<file path="src/rtl/alpd_pkg.sv">
// Types and constants of the arc length point decimator.
`default_nettype none
package alpd_pkg;

    localparam int unsigned SPACING_W = 20;
    localparam int unsigned INDEX_W   = 24;
    localparam int unsigned APB_DW    = 32;
    localparam int unsigned APB_AW    = 3;

    localparam logic [SPACING_W-1:0] SPACING_RESET = 20'd1500;
    localparam logic                 REG_SPACING   = 1'b0;

    localparam logic [2:0] SUMSQ_LAST = 3'd4;
    localparam logic [2:0] AXIS_X     = 3'd0;
    localparam logic [2:0] AXIS_Y     = 3'd1;

    typedef enum logic [2:0] {
        ST_IDLE,
        ST_SUMSQ,
        ST_ROOT_GO,
        ST_ROOT_WAIT,
        ST_LEN,
        ST_CMP,
        ST_EMIT
    } t_state;

    typedef struct packed {
        logic accept;
        logic sqrt_start;
        logic emit_load;
        logic finish;
    } t_ctl;

endpackage
`default_nettype wire

</file>
<file path="src/rtl/arc_length_point_decimator.sv">
// Arc length point decimator: keeps path points roughly one spacing apart.
//
// Each incoming point holds o_in_stall high until the block is through with it. The
// first point of a path is kept straight away. For any other point the square root unit
// resolves ROOT_W bits, where ROOT_W = ceil(SUM_W/2), SUM_W = min(2*COORD_WIDTH+2, 64).
// One multiplier squares the three coordinate differences in turn, the square root
// unit then resolves one root bit per cycle, and the path length update, threshold
// compare and output load each take a state of their own. The output word sits in its
// own register, so a new point is accepted while a kept point waits to be taken; a
// further kept point that finds that word still waiting holds the block, with o_in_stall
// high, until the word is taken. Register spacing (byte address 0) sets the path distance
// between kept points in coordinate units; write it only while the block is idle.
`default_nettype none
module arc_length_point_decimator
    import alpd_pkg::*;
#(
    parameter int unsigned COORD_WIDTH  = 24,
    parameter int unsigned LENGTH_WIDTH = 48
) (
    input  wire                           i_clk,
    input  wire                           i_rst_n,

    input  wire                           i_in_valid,
    output logic                          o_in_stall,
    input  wire  signed [COORD_WIDTH-1:0] i_px,
    input  wire  signed [COORD_WIDTH-1:0] i_py,
    input  wire  signed [COORD_WIDTH-1:0] i_pz,
    input  wire                           i_final_point,

    output logic                          o_out_valid,
    input  wire                           i_out_stall,
    output logic signed [COORD_WIDTH-1:0] o_kept_x,
    output logic signed [COORD_WIDTH-1:0] o_kept_y,
    output logic signed [COORD_WIDTH-1:0] o_kept_z,
    output logic        [INDEX_W-1:0]     o_point_index,
    output logic                          o_path_end,

    input  wire                           psel,
    input  wire                           penable,
    input  wire                           pwrite,
    input  wire         [APB_AW-1:0]      paddr,
    input  wire         [APB_DW-1:0]      pwdata,
    output logic        [APB_DW-1:0]      prdata,
    output logic                          pready
);

    localparam int unsigned CW     = COORD_WIDTH;
    localparam int unsigned LW     = LENGTH_WIDTH;
    localparam int unsigned PROD_W = 2 * CW;
    localparam int unsigned SUM_W  = (2 * CW + 2 > 64) ? 64 : 2 * CW + 2;
    localparam int unsigned ROOT_W = (SUM_W + 1) / 2;

    t_state r_state, n_state;
    t_ctl   ctl;

    logic [SPACING_W-1:0] r_spacing;
    logic [CW-1:0]        r_last_x, r_last_y, r_last_z;
    logic [LW-1:0]        r_run, r_thr;
    logic                 r_first;
    logic [INDEX_W-1:0]   r_count;
    logic [2:0]           r_cnt;
    logic                 r_keep;
    logic                 r_out_valid;

    logic [CW-1:0]        r_px, r_py, r_pz;
    logic                 r_fin;
    logic [CW-1:0]        r_mag;
    logic [PROD_W-1:0]    r_prod;
    logic [SUM_W-1:0]     r_sum;
    logic [CW-1:0]        r_ox, r_oy, r_oz;
    logic [INDEX_W-1:0]   r_oidx;
    logic                 r_oend;

    logic [CW-1:0]        cur_c, last_c;
    logic [CW:0]          diff;
    logic [CW:0]          mag_full;
    logic [SUM_W:0]       sum_ext;
    logic [LW:0]          run_ext, thr_ext;
    logic                 sqrt_done;
    logic [ROOT_W-1:0]    root;
    logic                 cfg_wr;
    logic                 out_free;

    // Configuration port
    assign pready = 1'b1;
    assign cfg_wr = psel && penable && pwrite && (paddr[2] == REG_SPACING);
    assign prdata = (paddr[2] == REG_SPACING) ? APB_DW'(r_spacing) : '0;

    always_ff @(posedge i_clk) begin
        if (!i_rst_n) begin
            r_spacing <= SPACING_RESET;
        end else if (cfg_wr) begin
            r_spacing <= pwdata[SPACING_W-1:0];
        end
    end

    // Sequencer
    assign out_free = !r_out_valid || !i_out_stall;

    always_comb begin
        n_state = r_state;
        unique case (r_state)
            ST_IDLE: begin
                if (i_in_valid) begin
                    n_state = r_first ? ST_EMIT : ST_SUMSQ;
                end
            end
            ST_SUMSQ: begin
                if (r_cnt == SUMSQ_LAST) begin
                    n_state = ST_ROOT_GO;
                end
            end
            ST_ROOT_GO:   n_state = ST_ROOT_WAIT;
            ST_ROOT_WAIT: begin
                if (sqrt_done) begin
                    n_state = ST_LEN;
                end
            end
            ST_LEN:       n_state = ST_CMP;
            ST_CMP:       n_state = ST_EMIT;
            ST_EMIT: begin
                if (!r_keep || out_free) begin
                    n_state = ST_IDLE;
                end
            end
            default:      n_state = ST_IDLE;
        endcase
    end

    always_comb begin
        ctl        = '0;
        o_in_stall = 1'b1;
        unique case (r_state)
            ST_IDLE: begin
                o_in_stall = 1'b0;
                ctl.accept = i_in_valid;
            end
            ST_ROOT_GO: ctl.sqrt_start = 1'b1;
            ST_EMIT: begin
                ctl.finish    = !r_keep || out_free;
                ctl.emit_load = r_keep && out_free;
            end
            default: ;
        endcase
    end

    always_ff @(posedge i_clk) begin
        if (!i_rst_n) begin
            r_state <= ST_IDLE;
        end else begin
            r_state <= n_state;
        end
    end

    // Squared distance: one shared multiplier, pipelined over the three axes
    always_comb begin
        case (r_cnt)
            AXIS_X: begin
                cur_c  = r_px;
                last_c = r_last_x;
            end
            AXIS_Y: begin
                cur_c  = r_py;
                last_c = r_last_y;
            end
            default: begin
                cur_c  = r_pz;
                last_c = r_last_z;
            end
        endcase
    end

    assign diff     = {cur_c[CW-1], cur_c} - {last_c[CW-1], last_c};
    assign mag_full = diff[CW] ? -diff : diff;
    assign sum_ext  = {1'b0, r_sum} + (SUM_W + 1)'(r_prod);

    always_ff @(posedge i_clk) begin
        if (!i_rst_n) begin
            r_cnt <= '0;
        end else if (ctl.accept) begin
            r_cnt <= '0;
        end else if (r_state == ST_SUMSQ) begin
            r_cnt <= r_cnt + 1'b1;
        end
    end

    always_ff @(posedge i_clk) begin
        if (ctl.accept) begin
            r_px  <= i_px;
            r_py  <= i_py;
            r_pz  <= i_pz;
            r_fin <= i_final_point;
            r_sum <= '0;
        end else if (r_state == ST_SUMSQ) begin
            r_mag  <= mag_full[CW-1:0];
            r_prod <= r_mag * r_mag;
            if (r_cnt >= 3'd2) begin
                r_sum <= sum_ext[SUM_W] ? '1 : sum_ext[SUM_W-1:0];
            end
        end
    end

    alpd_isqrt #(
        .RAD_W (SUM_W)
    ) u_isqrt (
        .i_clk      (i_clk),
        .i_rst_n    (i_rst_n),
        .i_start    (ctl.sqrt_start),
        .i_radicand (r_sum),
        .o_done     (sqrt_done),
        .o_root     (root)
    );

    // Path length and threshold
    assign run_ext = {1'b0, r_run} + (LW + 1)'(root);
    assign thr_ext = {1'b0, r_thr} + (LW + 1)'(r_spacing);

    always_ff @(posedge i_clk) begin
        if (!i_rst_n) begin
            r_run    <= '0;
            r_thr    <= '0;
            r_first  <= 1'b1;
            r_count  <= '0;
            r_last_x <= '0;
            r_last_y <= '0;
            r_last_z <= '0;
            r_keep   <= 1'b0;
        end else begin
            if (ctl.accept && r_first) begin
                r_run  <= '0;
                r_thr  <= LW'(r_spacing);
                r_keep <= 1'b1;
            end
            if (r_state == ST_LEN) begin
                r_run <= run_ext[LW] ? '1 : run_ext[LW-1:0];
            end
            if (r_state == ST_CMP) begin
                r_keep <= (r_run > r_thr) || r_fin;
                if (r_run > r_thr) begin
                    r_thr <= thr_ext[LW] ? '1 : thr_ext[LW-1:0];
                end
            end
            if (ctl.finish) begin
                r_last_x <= r_px;
                r_last_y <= r_py;
                r_last_z <= r_pz;
                r_first  <= r_fin;
                r_count  <= r_fin ? '0 : r_count + 1'b1;
            end
        end
    end

    // Output word register
    always_ff @(posedge i_clk) begin
        if (!i_rst_n) begin
            r_out_valid <= 1'b0;
        end else if (ctl.emit_load) begin
            r_out_valid <= 1'b1;
        end else if (!i_out_stall) begin
            r_out_valid <= 1'b0;
        end
    end

    always_ff @(posedge i_clk) begin
        if (ctl.emit_load) begin
            r_ox   <= r_px;
            r_oy   <= r_py;
            r_oz   <= r_pz;
            r_oidx <= r_count;
            r_oend <= r_fin;
        end
    end

    assign o_out_valid   = r_out_valid;
    assign o_kept_x      = r_ox;
    assign o_kept_y      = r_oy;
    assign o_kept_z      = r_oz;
    assign o_point_index = r_oidx;
    assign o_path_end    = r_oend;

endmodule
`default_nettype wire

</file>
<file path="src/rtl/alpd_isqrt.sv">
// Bit-per-cycle integer square root, rounded down.
`default_nettype none
module alpd_isqrt
    import alpd_pkg::*;
#(
    parameter int unsigned RAD_W = 50
) (
    input  wire                        i_clk,
    input  wire                        i_rst_n,
    input  wire                        i_start,
    input  wire  [RAD_W-1:0]           i_radicand,
    output logic                       o_done,
    output logic [(RAD_W+1)/2-1:0]     o_root
);

    localparam int unsigned ROOT_W = (RAD_W + 1) / 2;
    localparam int unsigned PAD_W  = 2 * ROOT_W;
    localparam int unsigned CNT_W  = $clog2(ROOT_W);

    logic              r_busy;
    logic [CNT_W-1:0]  r_cnt;
    logic [PAD_W-1:0]  r_rad;
    logic [ROOT_W+1:0] r_rem;
    logic [ROOT_W-1:0] r_root;

    logic [ROOT_W+1:0] rem_sh;
    logic [ROOT_W+1:0] trial;
    logic              ge;

    assign rem_sh = {r_rem[ROOT_W-1:0], r_rad[PAD_W-1 -: 2]};
    assign trial  = {r_root, 2'b01};
    assign ge     = rem_sh >= trial;
    assign o_done = r_busy && (r_cnt == '0);
    assign o_root = r_root;

    always_ff @(posedge i_clk) begin
        if (!i_rst_n) begin
            r_busy <= 1'b0;
            r_cnt  <= '0;
        end else if (i_start) begin
            r_busy <= 1'b1;
            r_cnt  <= CNT_W'(ROOT_W - 1);
        end else if (r_busy) begin
            r_cnt  <= r_cnt - 1'b1;
            if (r_cnt == '0) begin
                r_busy <= 1'b0;
            end
        end
    end

    always_ff @(posedge i_clk) begin
        if (i_start) begin
            r_rad  <= PAD_W'(i_radicand);
            r_rem  <= '0;
            r_root <= '0;
        end else if (r_busy) begin
            r_rad  <= {r_rad[PAD_W-3:0], 2'b00};
            r_rem  <= ge ? rem_sh - trial : rem_sh;
            r_root <= {r_root[ROOT_W-2:0], ge};
        end
    end

endmodule
`default_nettype wire

</file>
<file path="config.mk">
export PLATFORM = sky130hd
export DESIGN_NAME = arc_length_point_decimator
export DESIGN_NICKNAME = d
export VERILOG_FILES = /design/src/rtl/alpd_pkg.sv /design/src/rtl/arc_length_point_decimator.sv /design/src/rtl/alpd_isqrt.sv
export SDC_FILE = /design/constraint.sdc
export NUM_CORES = 2
export LEC_CHECK = 0
export ABC_AREA = 1
export BUFFER_PORTS_ARGS = -buffer_cell sky130_fd_sc_hd__buf_2
export CAP_MARGIN = 20
export CORE_MARGIN = 2
export CORE_UTILIZATION = 50
export CTS_CLUSTER_SIZE = 25
export DETAILED_ROUTE_END_ITERATION = 10
export PLACE_DENSITY = 0.67
export SETUP_SLACK_MARGIN = 0.1
export SYNTH_ARGS = -nofsm -noshare
export SYNTH_HDL_FRONTEND = slang
export SYNTH_SLANG_ARGS = --single-unit
</file>
<file path="constraint.sdc">
create_clock -name i_clk -period 8.4 [get_ports i_clk]
set_clock_uncertainty 0.05 [all_clocks]
set_input_delay 2.1 -clock i_clk [delete_from_list [all_inputs] [get_ports i_clk]]
set_output_delay 2.1 -clock i_clk [all_outputs]
set_load 0.01 [all_outputs]
</file>
* Word level (Yosys, flattened, before mapping)
Index checks and enable logic that the tools add are counted.
** Operators by class
- Add/sub/neg operators :: 9
- Multiply operators :: 1
- Div/mod/pow operators :: 0
- Order comparisons :: 3
- Eq/ne operators :: 13
- Shift operators :: 0
- Muxes and demuxes :: 35
- Bitwise logic cells :: 3
- Reductions and logical operators :: 23
** Operators by type and width (count)
- $mux 48 :: 7
- $mux 50 :: 3
- $pmux 24 s2 :: 2
- $add 50x48->51 :: 1
- $add 48x20->49 :: 1
- $add 48x25->49 :: 1
- $gt 48x48->1 :: 1
- $mul 24x24->48 :: 1
- $mux 24 :: 2
- $ge 27x27->1 :: 1
- $mux 25 :: 1
- $sub 24x24->25 :: 1
- $sub 25x25->25 :: 1
- $add 24x1->24 const B :: 1
- $neg 24->24 :: 1
- $pmux 3 s7 :: 1
- $mux 20 :: 1
- $mux 3 :: 5
- $eq 3x3->1 const B :: 4
- $mux 1 :: 10
- $mux 5 :: 2
- $ne 2x2->1 const B :: 4
- $eq 3x1->1 const B :: 2
- $eq 3x2->1 const B :: 2
- 15 further kinds :: 31
** Storage, ports and cells
- Register bits :: 619
- Latch bits :: 0
- Memory bits (writable) :: 0
- Memory bits (read-only) :: 0
- Input port bits :: 115
- Output and inout bits :: 132
- Word-level logic and storage cells :: 117
- Memories kept :: 0

* Logic depth before layout (Yosys ltp)
- Depth after elaboration :: 6
- Mapped depth :: 31
- Gate-level depth less buffers :: 30

* Modules after synthesis
Synthesis repeated with hierarchy kept, for this count alone.
** Unflattened totals
- Cells, all modules :: 7042
- Area total of the unflattened synthesis :: 53440.0 um2
** By module, submodules not included
- arc_length_point_decimator :: times used 1, cells each 6186, area an instance 47244.1 um2, sequential area each 12662.1 um2
- alpd_isqrt :: times used 1, cells each 856, area an instance 6195.9 um2, sequential area each 2622.5 um2

* Worst setup path before layout
No wires, ideal clock.
- Kind :: input to register
- Start :: in i_out_stall
- End :: reg r_ox[0], in the netlist o_kept_x[0] (enable)
- Setup time :: 0.554 ns
- Arrival :: 6.323 ns
- Data required time :: 7.796 ns
- Setup slack :: 1.473 ns
- Cell stages on the path :: 3
- Path buffers :: 0
- Cells stage by stage :: nand2_1 inv_1 nor2_1
** RTL lines
- from (decl) :: line arc_length_point_decimator.sv:31 : input wire i_out_stall,
- to (signal assigned) :: line arc_length_point_decimator.sv:266 : r_ox <= r_px;
- to (decl) :: line arc_length_point_decimator.sv:70 : logic [CW-1:0] r_ox, r_oy, r_oz;

* Worst setup path after layout
- Start :: reg r_mag[5]
- End :: reg r_prod[44] (data pin)
** On the way
- Longest elaborated chain between the ends :: 1
** RTL lines
- from (decl) :: line arc_length_point_decimator.sv:67 : logic [CW-1:0] r_mag;
- from (signal assigned) :: line arc_length_point_decimator.sv:195 : r_mag <= mag_full[CW-1:0];
- $mul 24x24->48 :: line arc_length_point_decimator.sv:196 : r_prod <= r_mag * r_mag;
- to (signal assigned) :: line arc_length_point_decimator.sv:196
- to (decl) :: line arc_length_point_decimator.sv:68 : logic [PROD_W-1:0] r_prod;
Every way passes these cells.
A chain may end at the register's enable or synchronous reset.

==> out/results.tsv <==
stage	metric	value	unit
synthesis	yosysUniqueCellTypes	61	
finish	layout_commonest_cell	nand2_1	
route	vias	43300	
finish	fin_cells	8342	
timing	worstMarginPinSlew	1050	ps
worst_setup_path	reg2reg_slack	980	ps
floorplanning	coreArea	104000	um2
floorplanning	ios	247	
worst_setup_path	r2r-start	r_mag[5]$_DFFE_PP_	
clock_tree	hold_buffers	0	
clock_tree	cts_buffer_depth	3	
worst_setup_path	crit_path_start_kind	flip-flop	
global_routing	grt_overflow	0	
clock_tree	clkTransAtPathRegs	60	ps
worst_setup_path	crit_type	reg2reg	
synthesis	avgSynthCellArea	7.76	um2
route	wl_per_cell	16.4	um
flow_run	max_cap_violations	0	
placement	placedCellCount	8207	
floorplanning	die_y	328	um
route	dr.pass1.iters	6	
worst_setup_path	critical_path_cell_count	22	
timing	drv_slew	0	
run_status	status	finished, final reports clean	
synthesis	synth_edf_count	291	
timing	min_period	7420	ps
min_path	hp-class	reg2reg	
worst_setup_path	worst_path_max_delay_cell	edfxtp_1	
synthesis	async_flop_share	0	%
worst_setup_path	critical-path-top-delay-family	adder cells	
worst_setup_path	cp_max_fo	19	
clock_tree	cts-root-buf	clkbuf_16	
floorplanning	die_w	328	um
worst_setup_path	critPathMaxStageDelay	1030	ps
clock_tree	cts_sinks	618	
clock_tree	cts_tree	yes	
route	viasPerCell	5.19	
finish	nets	7820	
timing	timing.fmax	135	MHz
timing	setup-violations-final	0	
global_routing	grt_max_degree	80	
floorplanning	start_util	50.5	%
synthesis	synthFlopType	dfxtp_1	
worst_setup_path	path_buf_inv	4	
finish	mostFrequentLayoutCells	1515 x nand2_1, 1300 x inv_1, 647 x nor2_1	
worst_setup_path	reg2reg_to	r_prod[44]$_DFFE_PP_	
global_routing	grt_first_pass_wirelength	222	mm
placement	hpwlAfterDp	106	mm
worst_setup_path	endpoint	r_prod[44]$_DFFE_PP_	
worst_setup_path	r2r_cells	22	
route	drcViolationCount	0	
route	ant_nets	0	
finish	final_util	55.3	%
placement	numPortBuffers	219	
timing	rsz0062_at_grt	no	
timing	fin_tns_setup	0	ps
worst_setup_path	critPathArrivalTime	7770	ps
floorplanning	die_area	107000	um2
timing	final_hold_viol_count	0	
worst_setup_path	worstSetupEndpointType	flip-flop	
synthesis	synthesis.area	52300	um2
finish	layout-drive-gt1-share	6.94	%
clock_tree	postCtsSetupBuffers	0	
worst_setup_path	worstSetupStartpoint	r_mag[5]$_DFFE_PP_	
timing	period_share	88.3	%
floorplanning	rows	118	
timing	worst_slack	982	ps
synthesis	yosysSeqAreaShare	29.2	%
worst_setup_path	crit_top_cell	fa_1	
finish	syn2layout_area_growth	9.53	%
clock_tree	worstSkewPairLatency	670	ps
placement	gp_congestion	0.979	
route	drt-initial-drc-count	3145	
worst_setup_path	worstPathRequired	8750	ps
worst_setup_path	cp_cell_sequence	nand2_1 > fa_1 > inv_1 > fa_1 > fa_1 > fa_1 > fa_1 > fa_1 > inv_1 > fa_1 > inv_1 > ha_1 > nand2_1 > nand2_1 > a31oi_1 > nand2_1 > o21bai_1 > a21oi_1 > inv_1 > nand4_1 > nand3_1 > xor2_1	
synthesis	yosys_register_bits	618	
synthesis	syn_inst	6739	
route	drt-total-wl	137	mm
clock_tree	htree_levels	3	
clock_tree	cts_resized	0	
placement	pre_cts_slack	1130	ps
global_routing	grt_pass1_vias	42900	
clock_tree	cts_buffers	72	
global_routing	antenna_found_initial	4	
timing	slew_headroom	29.9	%
synthesis	synth_warnings	0	
global_routing	grt_use_total	25.8	%
-- Yosys cell counts (46+ instances only) --
cell / number / area share, %
clkbuf_1: 152 / 1.1
nor3_1: 71 / 0.68
nand3_1: 208 / 2.0
dfxtp_1: 327 / 13
xnor2_1: 61 / 1.0
edfxtp_1: 291 / 17
inv_1: 1304 / 9.4
o21ai_0: 353 / 3.4
ha_1: 374 / 8.9
nand4_1: 46 / 0.55
nand2_1: 1516 / 11
a21oi_1: 406 / 3.9
fa_1: 430 / 16
nor2_1: 653 / 4.7
xor2_1: 137 / 2.3
-- sequential cells by signal (all words and copies together) (netlist names), 25 cells and up --
register,count
r_run,48
u_isqrt.o_root,25
r_sum,50
u_isqrt.r_rad,50
r_thr,48
r_prod,47
u_isqrt.r_rem,25
-- metal layers --
layer  GRT usage, %  wire length (um)  vias up
li1               -                 -    21500
met1           34.4             60300    20400
met2           43.0             64300     1162
met3           4.04              8370      232
met4           8.19              4090        0
met5              0                 0        -
-- how the worst min path moves through the flow --
stage                        startpoint                           to  slack (ps)  depth (start not counted)
2_1_floorplan  r_count[23]$_SDFFE_PN0P_  o_point_index[23]$_DFFE_PP_         360                          0
3_3_place_gp   r_count[23]$_SDFFE_PN0P_  o_point_index[23]$_DFFE_PP_         370                          0
3_5_place_dp   r_count[23]$_SDFFE_PN0P_  o_point_index[23]$_DFFE_PP_         380                          0
4_1_cts        r_count[23]$_SDFFE_PN0P_  o_point_index[23]$_DFFE_PP_         400                          0
5_1_grt         r_count[5]$_SDFFE_PN0P_   o_point_index[5]$_DFFE_PP_         420                          0
6_report       r_count[23]$_SDFFE_PN0P_  o_point_index[23]$_DFFE_PP_         400                          0
-- stage by stage --
| step | hold WS (ps) | cell area, um2 |
|---|---|---|
| 4_1_cts | 400 | 57300 |
| 5_1_grt | 418 | 57300 |
| 6_report | 403 | 57300 |
| 3_3_place_gp | 369 | 54800 |
| 3_5_place_dp | 382 | 54800 |
| 2_1_floorplan | 358 | 52400 |
-- layout make-up --
cell class / count / area [um2]
Antenna cell: 2 / 5.00
Clock buffer: 99 / 2000
Clock inverter: 34 / 504
Fill cell: 9686 / 46300
Inverter: 1312 / 4920
Multi-Input combinational cell: 4622 / 31300
Sequential cell: 618 / 15300
Tap cell: 1380 / 1730
Timing Repair Buffer: 275 / 1520
-- cell families after synthesis --
logic type	after synthesis	synth area share [%]
adder cells (fa/ha/maj)	804	25.4
multiplexers	1	0.0215
AND/OR/NAND/NOR	2607	20.3
XOR/XNOR	198	3.31
flip-flops	618	29.2
other	2	0.0144
AO/OA/AOI/OAI	999	10.6
buffers and inverters	1510	11.1
Power is not shown: default switching activity piles up to over one toggle a cycle in this logic, so the estimate is an artifact.
